`src/rtl/jpji_pkg.sv`:
```
// Package: shared constants, types and helper functions of the jog integrator.
`default_nettype none
package jpji_pkg;

    localparam logic [15:0] ANG_MOD  = 16'd36000;
    localparam logic [15:0] QUARTER  = 16'd9000;
    localparam logic [15:0] HALF_ANG = 16'd18000;
    localparam logic [15:0] TQ_ANG   = 16'd27000;
    localparam logic [13:0] EIGHTH   = 14'd4500;
    localparam logic [13:0] QUART14  = 14'd9000;

    localparam logic [63:0] PI_Q62   = 64'hC90FDAA22168C235;
    localparam logic [63:0] STEP_Q62 = PI_Q62 / 64'd18000;
    localparam logic [63:0] ONE_Q62  = 64'h4000_0000_0000_0000;
    localparam logic [63:0] RND_Q16  = 64'h0000_2000_0000_0000;
    localparam logic [63:0] ALL_ONES = 64'hFFFF_FFFF_FFFF_FFFF;

    localparam logic signed [39:0] POS_X_RST = 40'sd814940;
    localparam logic signed [39:0] POS_Y_RST = 40'sd0;
    localparam logic signed [39:0] POS_Z_RST = 40'sd1332937;
    localparam logic signed [39:0] POS_MAX   = 40'sh7F_FFFF_FFFF;
    localparam logic signed [39:0] POS_MIN   = 40'sh80_0000_0000;

    localparam logic [3:0] LAST_TERM = 4'd12;

    localparam logic [1:0] MS_STEP = 2'd0;
    localparam logic [1:0] MS_SQ   = 2'd1;
    localparam logic [1:0] MS_TERM = 2'd2;

    typedef struct packed {
        logic       load_in;
        logic       upd_ang;
        logic [1:0] ang_sel;
        logic       half;
        logic       mul_start;
        logic [1:0] mul_sel;
        logic       x_ld;
        logic       x2_ld;
        logic       t_init;
        logic       div_start;
        logic       t_step;
        logic [3:0] term;
        logic       base_ld;
        logic       map_ld;
        logic       rot_en;
        logic [2:0] rot_idx;
        logic       pos_upd;
        logic       out_ld;
    } t_cmd;

    typedef struct packed {
        logic mul_done;
        logic div_done;
        logic enable;
    } t_sts;

    // Taylor term divisor: sine 2k(2k+1), cosine (2k-1)2k
    function automatic logic [9:0] f_divisor(input logic [3:0] k, input logic sine);
        logic [9:0] k2;
        k2 = {5'b0, k, 1'b0};
        if (sine) begin
            f_divisor = 10'(k2 * (k2 + 10'd1));
        end else begin
            f_divisor = 10'((k2 - 10'd1) * k2);
        end
    endfunction

    // floor((2^64-1)/d) for each Taylor divisor
    function automatic logic [63:0] f_recip(input logic [9:0] d);
        case (d)
            10'd2:   f_recip = ALL_ONES / 64'd2;
            10'd6:   f_recip = ALL_ONES / 64'd6;
            10'd12:  f_recip = ALL_ONES / 64'd12;
            10'd20:  f_recip = ALL_ONES / 64'd20;
            10'd30:  f_recip = ALL_ONES / 64'd30;
            10'd42:  f_recip = ALL_ONES / 64'd42;
            10'd56:  f_recip = ALL_ONES / 64'd56;
            10'd72:  f_recip = ALL_ONES / 64'd72;
            10'd90:  f_recip = ALL_ONES / 64'd90;
            10'd110: f_recip = ALL_ONES / 64'd110;
            10'd132: f_recip = ALL_ONES / 64'd132;
            10'd156: f_recip = ALL_ONES / 64'd156;
            10'd182: f_recip = ALL_ONES / 64'd182;
            10'd210: f_recip = ALL_ONES / 64'd210;
            10'd240: f_recip = ALL_ONES / 64'd240;
            10'd272: f_recip = ALL_ONES / 64'd272;
            10'd306: f_recip = ALL_ONES / 64'd306;
            10'd342: f_recip = ALL_ONES / 64'd342;
            10'd380: f_recip = ALL_ONES / 64'd380;
            10'd420: f_recip = ALL_ONES / 64'd420;
            10'd462: f_recip = ALL_ONES / 64'd462;
            10'd506: f_recip = ALL_ONES / 64'd506;
            10'd552: f_recip = ALL_ONES / 64'd552;
            10'd600: f_recip = ALL_ONES / 64'd600;
            default: f_recip = 64'd0;
        endcase
    endfunction

endpackage
`default_nettype wire

```
`src/rtl/jpji_ctrl.sv`:
```
// Controller: sequences angle update, six trig series, rotations and output.
`default_nettype none
module jpji_ctrl import jpji_pkg::*; (
    input  wire logic i_clk,
    input  wire logic i_rst_n,
    input  wire logic i_in_valid,
    output logic      o_in_ready,
    output logic      o_out_valid,
    input  wire logic i_out_ready,
    input  wire t_sts i_sts,
    output t_cmd      o_cmd
);
    localparam logic [4:0] S_IDLE = 5'd0;
    localparam logic [4:0] S_ANG  = 5'd1;
    localparam logic [4:0] S_XM   = 5'd2;
    localparam logic [4:0] S_XW   = 5'd3;
    localparam logic [4:0] S_X2M  = 5'd4;
    localparam logic [4:0] S_X2W  = 5'd5;
    localparam logic [4:0] S_TI   = 5'd6;
    localparam logic [4:0] S_TM   = 5'd7;
    localparam logic [4:0] S_TW   = 5'd8;
    localparam logic [4:0] S_DV   = 5'd9;
    localparam logic [4:0] S_DW   = 5'd10;
    localparam logic [4:0] S_ST   = 5'd11;
    localparam logic [4:0] S_BS   = 5'd12;
    localparam logic [4:0] S_MAP  = 5'd13;
    localparam logic [4:0] S_ROT  = 5'd14;
    localparam logic [4:0] S_POS  = 5'd15;
    localparam logic [4:0] S_DONE = 5'd16;

    logic [4:0] r_state, n_state;
    logic [1:0] r_j, n_j;
    logic       r_h, n_h;
    logic [3:0] r_k, n_k;
    logic [2:0] r_idx, n_idx;
    logic       r_ov, n_ov;

    always_comb begin
        n_state = r_state;
        n_j     = r_j;
        n_h     = r_h;
        n_k     = r_k;
        n_idx   = r_idx;
        n_ov    = r_ov;
        o_cmd   = '0;
        o_cmd.ang_sel = r_j;
        o_cmd.half    = r_h;
        o_cmd.term    = r_k;
        o_cmd.rot_idx = r_idx;
        o_cmd.mul_sel = MS_TERM;
        if (r_ov && i_out_ready) begin
            n_ov = 1'b0;
        end
        case (r_state)
            S_IDLE: begin
                if (i_in_valid) begin
                    o_cmd.load_in = 1'b1;
                    n_state = i_sts.enable ? S_ANG : S_DONE;
                end
            end
            S_ANG: begin
                o_cmd.upd_ang = 1'b1;
                n_j = 2'd0;
                n_h = 1'b0;
                n_state = S_XM;
            end
            S_XM: begin
                o_cmd.mul_start = 1'b1;
                o_cmd.mul_sel   = MS_STEP;
                n_state = S_XW;
            end
            S_XW: begin
                if (i_sts.mul_done) begin
                    o_cmd.x_ld = 1'b1;
                    n_state = S_X2M;
                end
            end
            S_X2M: begin
                o_cmd.mul_start = 1'b1;
                o_cmd.mul_sel   = MS_SQ;
                n_state = S_X2W;
            end
            S_X2W: begin
                if (i_sts.mul_done) begin
                    o_cmd.x2_ld = 1'b1;
                    n_state = S_TI;
                end
            end
            S_TI: begin
                o_cmd.t_init = 1'b1;
                n_k = 4'd1;
                n_state = S_TM;
            end
            S_TM: begin
                o_cmd.mul_start = 1'b1;
                n_state = S_TW;
            end
            S_TW: begin
                if (i_sts.mul_done) begin
                    n_state = S_DV;
                end
            end
            S_DV: begin
                o_cmd.div_start = 1'b1;
                n_state = S_DW;
            end
            S_DW: begin
                if (i_sts.div_done) begin
                    n_state = S_ST;
                end
            end
            S_ST: begin
                o_cmd.t_step = 1'b1;
                if (r_k == LAST_TERM) begin
                    n_state = S_BS;
                end else begin
                    n_k = r_k + 4'd1;
                    n_state = S_TM;
                end
            end
            S_BS: begin
                o_cmd.base_ld = 1'b1;
                if (!r_h) begin
                    n_h = 1'b1;
                    n_state = S_XM;
                end else begin
                    n_state = S_MAP;
                end
            end
            S_MAP: begin
                o_cmd.map_ld = 1'b1;
                n_h = 1'b0;
                if (r_j == 2'd2) begin
                    n_idx = 3'd0;
                    n_state = S_ROT;
                end else begin
                    n_j = r_j + 2'd1;
                    n_state = S_XM;
                end
            end
            S_ROT: begin
                o_cmd.rot_en = 1'b1;
                if (r_idx == 3'd5) begin
                    n_state = S_POS;
                end else begin
                    n_idx = r_idx + 3'd1;
                end
            end
            S_POS: begin
                o_cmd.pos_upd = 1'b1;
                n_state = S_DONE;
            end
            S_DONE: begin
                if (!r_ov || i_out_ready) begin
                    o_cmd.out_ld = 1'b1;
                    n_ov = 1'b1;
                    n_state = S_IDLE;
                end
            end
            default: n_state = S_IDLE;
        endcase
    end

    always_ff @(posedge i_clk) begin
        if (!i_rst_n) begin
            r_state <= S_IDLE;
            r_j     <= 2'd0;
            r_h     <= 1'b0;
            r_k     <= 4'd0;
            r_idx   <= 3'd0;
            r_ov    <= 1'b0;
        end else begin
            r_state <= n_state;
            r_j     <= n_j;
            r_h     <= n_h;
            r_k     <= n_k;
            r_idx   <= n_idx;
            r_ov    <= n_ov;
        end
    end

    assign o_in_ready  = (r_state == S_IDLE);
    assign o_out_valid = r_ov;
endmodule
`default_nettype wire
```
`config.mk`:
```
export PLATFORM = sky130hd
export DESIGN_NAME = jpji_ctrl
export DESIGN_NICKNAME = d
export VERILOG_FILES = /design/src/rtl/jpji_pkg.sv /design/src/rtl/jpji_ctrl.sv
export SDC_FILE = /design/constraint.sdc
export NUM_CORES = 1
export LEC_CHECK = 0
export BUFFER_PORTS_ARGS = -buffer_cell sky130_fd_sc_hd__buf_2
export CORE_UTILIZATION = 30
export CTS_CLUSTER_DIAMETER = 200
export DETAILED_ROUTE_END_ITERATION = 7
export PLACE_DENSITY = 0.61
export SLEW_MARGIN = 20
export SYNTH_ARGS = -nofsm -noshare
export SYNTH_HDL_FRONTEND = slang
export SYNTH_SLANG_ARGS = --single-unit
export TNS_END_PERCENT = 20
```
`constraint.sdc`:
```
create_clock -name i_clk -period 1.8 [get_ports i_clk]
set_input_delay 0.18 -clock i_clk [delete_from_list [all_inputs] [get_ports i_clk]]
set_output_delay 0.18 -clock i_clk [all_outputs]
set_load 0.02 [all_outputs]
```
# After elaboration in Yosys (flattened, before gate mapping)
# Cells that the tools add are included.
# word_totals
reg_bits	16
input_bits	7
wordCells	93
# classes
n_addsub	3
eq_ne	30
mux	40
n_reduce_logical	14
# op_table
op	n
$pmux 5 s17	1
$eq 5x4->1 const B	8
$mux 5	8
$ne 2x2->1 const B	11
$eq 5x3->1 const B	4
$mux 1	19
$mux 4	4
$eq 5x2->1 const B	2
$pmux 2 s2	2
$pmux 4 s2	1
$reduce_bool 2->1	4
$reduce_and 7->1	1
$mux 3	2
$pmux 3 s2	1
$eq 5x1->1 const B	1
$eq 5x5->1 const B	1
$logic_not 5->1	1
$add 4x1->4 const B	1
$eq 4x4->1 const B	1
$reduce_and 2->1	2
$add 3x1->3 const B	1
$eq 3x3->1 const B	1
$reduce_and 3->1	1
$reduce_or 3->1	1
other kinds (8)	8

# Longest topological paths before layout
# depth
word_depth	4
depth_mapped	7

# Least setup slack after synthesis
# No wires, ideal clock.
# synth_timing
kind	register -> register
from	register r_state[2]
to	register r_idx[1]
setup_time_ps	69
arrival_time_ps	1653
t_required_ps	1731
slack_ps	77
stages_incl_launch_ff	7
n_path_buf	1
synth_period_minus_slack_ps	1723
path_cell_list	dfxtp_1 -> buf_4 -> nand3b_1 -> nor2_1 -> inv_1 -> a311o_1 -> a21oi_2
# synth_via
elab_chain_cells	3
elab_cells_between_ends	7
classes_between	eq/ne (4); mux (1); reduce/logical (2)
# synth_rtl
element	line	rtl
start: declaration	jpji_ctrl.sv:31	logic [4:0] r_state, n_state;
start signal: assignment	jpji_ctrl.sv:173	r_state <= n_state;
$eq 5x4->1	jpji_ctrl.sv:54	case (r_state)
$ne 2x2->1 (no line) / $reduce_bool 2->1 (equally long branches)	-	
$reduce_and 3->1 (no line)	-	
end signal: assignment	jpji_ctrl.sv:177	r_idx <= n_idx;
end: declaration	jpji_ctrl.sv:35	logic [2:0] r_idx, n_idx;
# Parallel ways exist; a longest one is shown, timed or not.
# A chain may end at the register's enable or synchronous reset.

# Worst setup path in the final report
# layout_timing
from	register r_state[1]
to	register r_k[3]
# layout_via
elab_chain_cells	3
elab_cells_between_ends	6
classes_between	eq/ne (3); mux (1); reduce/logical (2)
# layout_rtl
element	line	rtl
$eq 5x4->1 / $eq 5x3->1 (equally long branches)	jpji_ctrl.sv:54	
$ne 2x2->1 (no line) / $reduce_bool 2->1 (equally long branches)	-	
$reduce_and 2->1 (no line)	-	
end signal: assignment	jpji_ctrl.sv:176	r_k <= n_k;
end: declaration	jpji_ctrl.sv:34	logic [3:0] r_k, n_k;
# Parallel ways exist; a longest one is shown, timed or not.

==> results.py <==
metrics = {
    "yosys": {
        "ys_seq_area_share_pct": 27.7,
        "syn_inst": 148,
        "synth_top_area_share_pct": 27.7,
        "async_flop_share_pct": 0,
        "ys_warn_count": 0,
        "synth.area.top_cells": "dfxtp_1 28%, nor2_1 6.8%, ha_1 5.4%",
        "synth_edf_count": 0,
        "synth.distinct_cells": 44,
        "ys_seq_elements": 16,
        "syn-cell-area_um2": 1160,
        "ys.flop_type": "dfxtp_1",
        "syn_area_per_cell_um2": 7.82,
        "post-synth-top-area-cell": "dfxtp_1",
        "syn_nets": 160,
    },
    "power_and_ir_drop": {
        "swShare_pct": 35.9,
        "p_per_area_nw_per_um2": 723,
        "combinationalPowerShare_pct": 37.7,
        "ir_worst_vdd_mv": 0.327,
        "pwr-share-clk_pct": 25.4,
        "power_leakage_nw": 0.666,
        "switchingPower_w": 0.000386,
        "intPower_w": 0.000690,
        "seqPwrFrac_pct": 36.9,
        "p_total_w": 0.00108,
    },
    "timing": {
        "fin_crit_ns": 1.70,
        "period_share_pct": 94.5,
        "clock_skew_ns": 0.00226,
        "setup_tns_ns": 0,
        "slew_violations": 0,
        "fmax_mhz": 588,
        "worst_slew_pin_slew_ns": 0.443,
        "worst_slew_margin_rel_pct": 70.0,
        "finalHoldViolations": 0,
        "setup-violations-final": 0,
        "rsz0062_at_grt": "false",
    },
    "critical_path": {
        "endpoint_kind": "flip-flop",
        "path_delay_family": "simple AND/OR/NAND/NOR gates",
        "start_kind": "flip-flop",
        "crit_chain": "or3b_4, a311oi_4, buf_4, nand4_1, xor2_1, nor2_1",
        "slowest_delay_ns": 0.44,
        "crit_type": "reg -> reg",
        "worstPathArrival_ns": 1.83,
        "cp.buffers_inverters": 1,
        "cp_slowest_cell": "or3b_4",
        "critical_path.max_fanout": 7,
        "required_ns": 1.93,
    },
    "detailed_routing": {
        "via_per_inst": 4.81,
        "first_iter_violations": 38,
        "dr.pass1.iters": 4,
        "wl_per_cell_um": 12.6,
        "drtAntennaViolNets": 0,
        "post-route-drc-count": 0,
        "vias": 1150,
        "routed_wirelength_um": 3010,
    },
    "floorplan": {
        "row_count": 22,
        "die_height_um": 64.1,
        "core_um2": 3690,
        "ios": 34,
        "start_util_pct": 31.4,
        "die_area_um2": 4110,
        "die_w_um": 64.1,
    },
    "cts": {
        "holdBufCountCts": 0,
        "cts_sinks": 16,
        "cts_tree": "done",
        "root_buffer": "clkbuf_8",
        "clk_latency_ns": 0.25,
        "cts_max_path_buffers": 2,
        "htree_levels": 1,
        "clk_pin_slew_ns": 0.06,
        "numCtsBuffers": 3,
    },
    "grt": {
        "grt_pass1_wl_um": 5130,
        "overflow": 0,
        "grt_use_met1_pct": 20.5,
        "met2_usage_pct": 25.4,
        "grt_max_degree": 13,
        "grt_usage_pct": 15.8,
        "met3_usage_pct": 4.29,
        "antenna_found_initial": 0,
        "grt.busiest_layer": "met2",
        "grt_pass1_vias": 1091,
    },
    "cells_and_area": {
        "finalNetCount": 205,
        "drive_gt1_share_pct": 34.0,
        "fill_cells": 399,
        "num_antenna_cells": 0,
        "area_growth_pct": 28.5,
    },
    "status": {
        "status": "finished clean",
    },
    "place": {
        "place.port_buffers": 33,
        "hpwl_um": 2390,
        "place.gp.congestion": 0.866,
    },
    "worst_hold_path": {
        "hold_class": "in -> reg",
    },
    "run": {
        "cap_violations": 0,
    },
}
[stage by stage]
step	util [%]	cell area (um2)	cells	hold WS, ns	setup slack [ns]
6_report	40.3	1490	239	0.238	0.0994
5_1_grt	40.3	1490	239	0.244	0.00851
4_1_cts	39.8	1470	238	0.242	0.00370
3_5_place_dp	38.7	1430	235	0.504	0.0586
3_3_place_gp	38.7	1430	235	0.505	0.122
2_1_floorplan	-	1160	148	0.323	0.0774
[layout by cell type (no fill, tap or decap), drive strengths merged, types with 2 or more instances in the layout]
cell type  count
o21ai          5
buf           49
a211oi         2
or3b           2
nand2         14
nor3           9
or3            2
xnor2          3
mux2           2
xor2           2
inv            8
nor3b          2
dfxtp         16
nand3          3
mux2i          3
clkbuf         3
nand3b         3
nor2          22
a21oi         10
nand2b         7
nor2b          3
ha             5
[registers in the layout, summed over array words and instances (netlist names)]
register     count
r_state          5
r_k              4
r_idx            3
r_j              2
o_out_valid      1
r_h              1
[per-layer routing]
metal	vias to the layer above	share of wire, %
li1	598	-
met3	2	4.9
met4	0	0.27
met1	523	48
met2	27	47
met5	-	0
[what timing repair did]
item,4_1_cts,5_1_grt
setup endpoints to repair,0,11
gates resized for setup,0,5
setup buffers,0,1
[final timing paths]
kind / startpoint / to / slack (ns) / cells past startpoint
setup / recovery: r_state[1] / r_k[3] / 0.1 / 6
hold / removal: i_rst_n / r_state[1] / 0.24 / 3
setup reg to reg: r_state[1] / r_k[3] / 0.1 / 6
hold reg to reg: o_out_valid / o_out_valid / 0.53 / 2
[power groups by stage]
stage	combinational (W)	clock, W	sequential [W]
floorplan	0.000301	0	0.000392
global placement	0.000403	0	0.000401
global route	0.000445	0.000302	0.000401
finish	0.000406	0.000273	0.000397
CTS	0.000402	0.000280	0.000394
detailed placement	0.000401	0	0.000402
[worst reg2reg max path: cells and delay by family (launching register included)]
kind	cells	cell delay (ns)
simple gates	3	0.60
xor+xnor	1	0.14
compound gates	1	0.28
flops	1	0.39
buf+inv	1	0.18
[logic make-up (layout without fill, tap and decap cells)]
kind of cell / count (synthesis) / in the layout / synth area share (%)
DFF: 16 / 16 / 27.7
and+or+nand+nor: 73 / 73 / 33.7
adders and majority gates: 5 / 5 / 5.41
buffers and inverters: 18 / 61 / 8.86
xor gates and xnor gates: 5 / 5 / 3.78
muxes: 5 / 5 / 4.54
AOI/OAI and AO/OA: 26 / 26 / 16.0
[cell type report]
class,count,area [um2],area share (%)
timing repair buffer,49,285,19.2
tap,48,60.1,4.04
multi-input combinational,114,743,50.0
inverter,9,33.8,2.27
sequential,16,324,21.8
clock buffer,3,41.3,2.78
[synth_stat cells, drive strengths merged, types with 3 or more instances]
cell type   n
o21ai       5
mux2i       3
nor2b       3
nand3       3
buf         7
dfxtp      16
xnor2       3
inv         8
nand2      14
nor3        9
ha          5
nand2b      7
nand3b      3
a21oi      10
nor2       22
No activity file was read; power rests on OpenSTA's default activity.
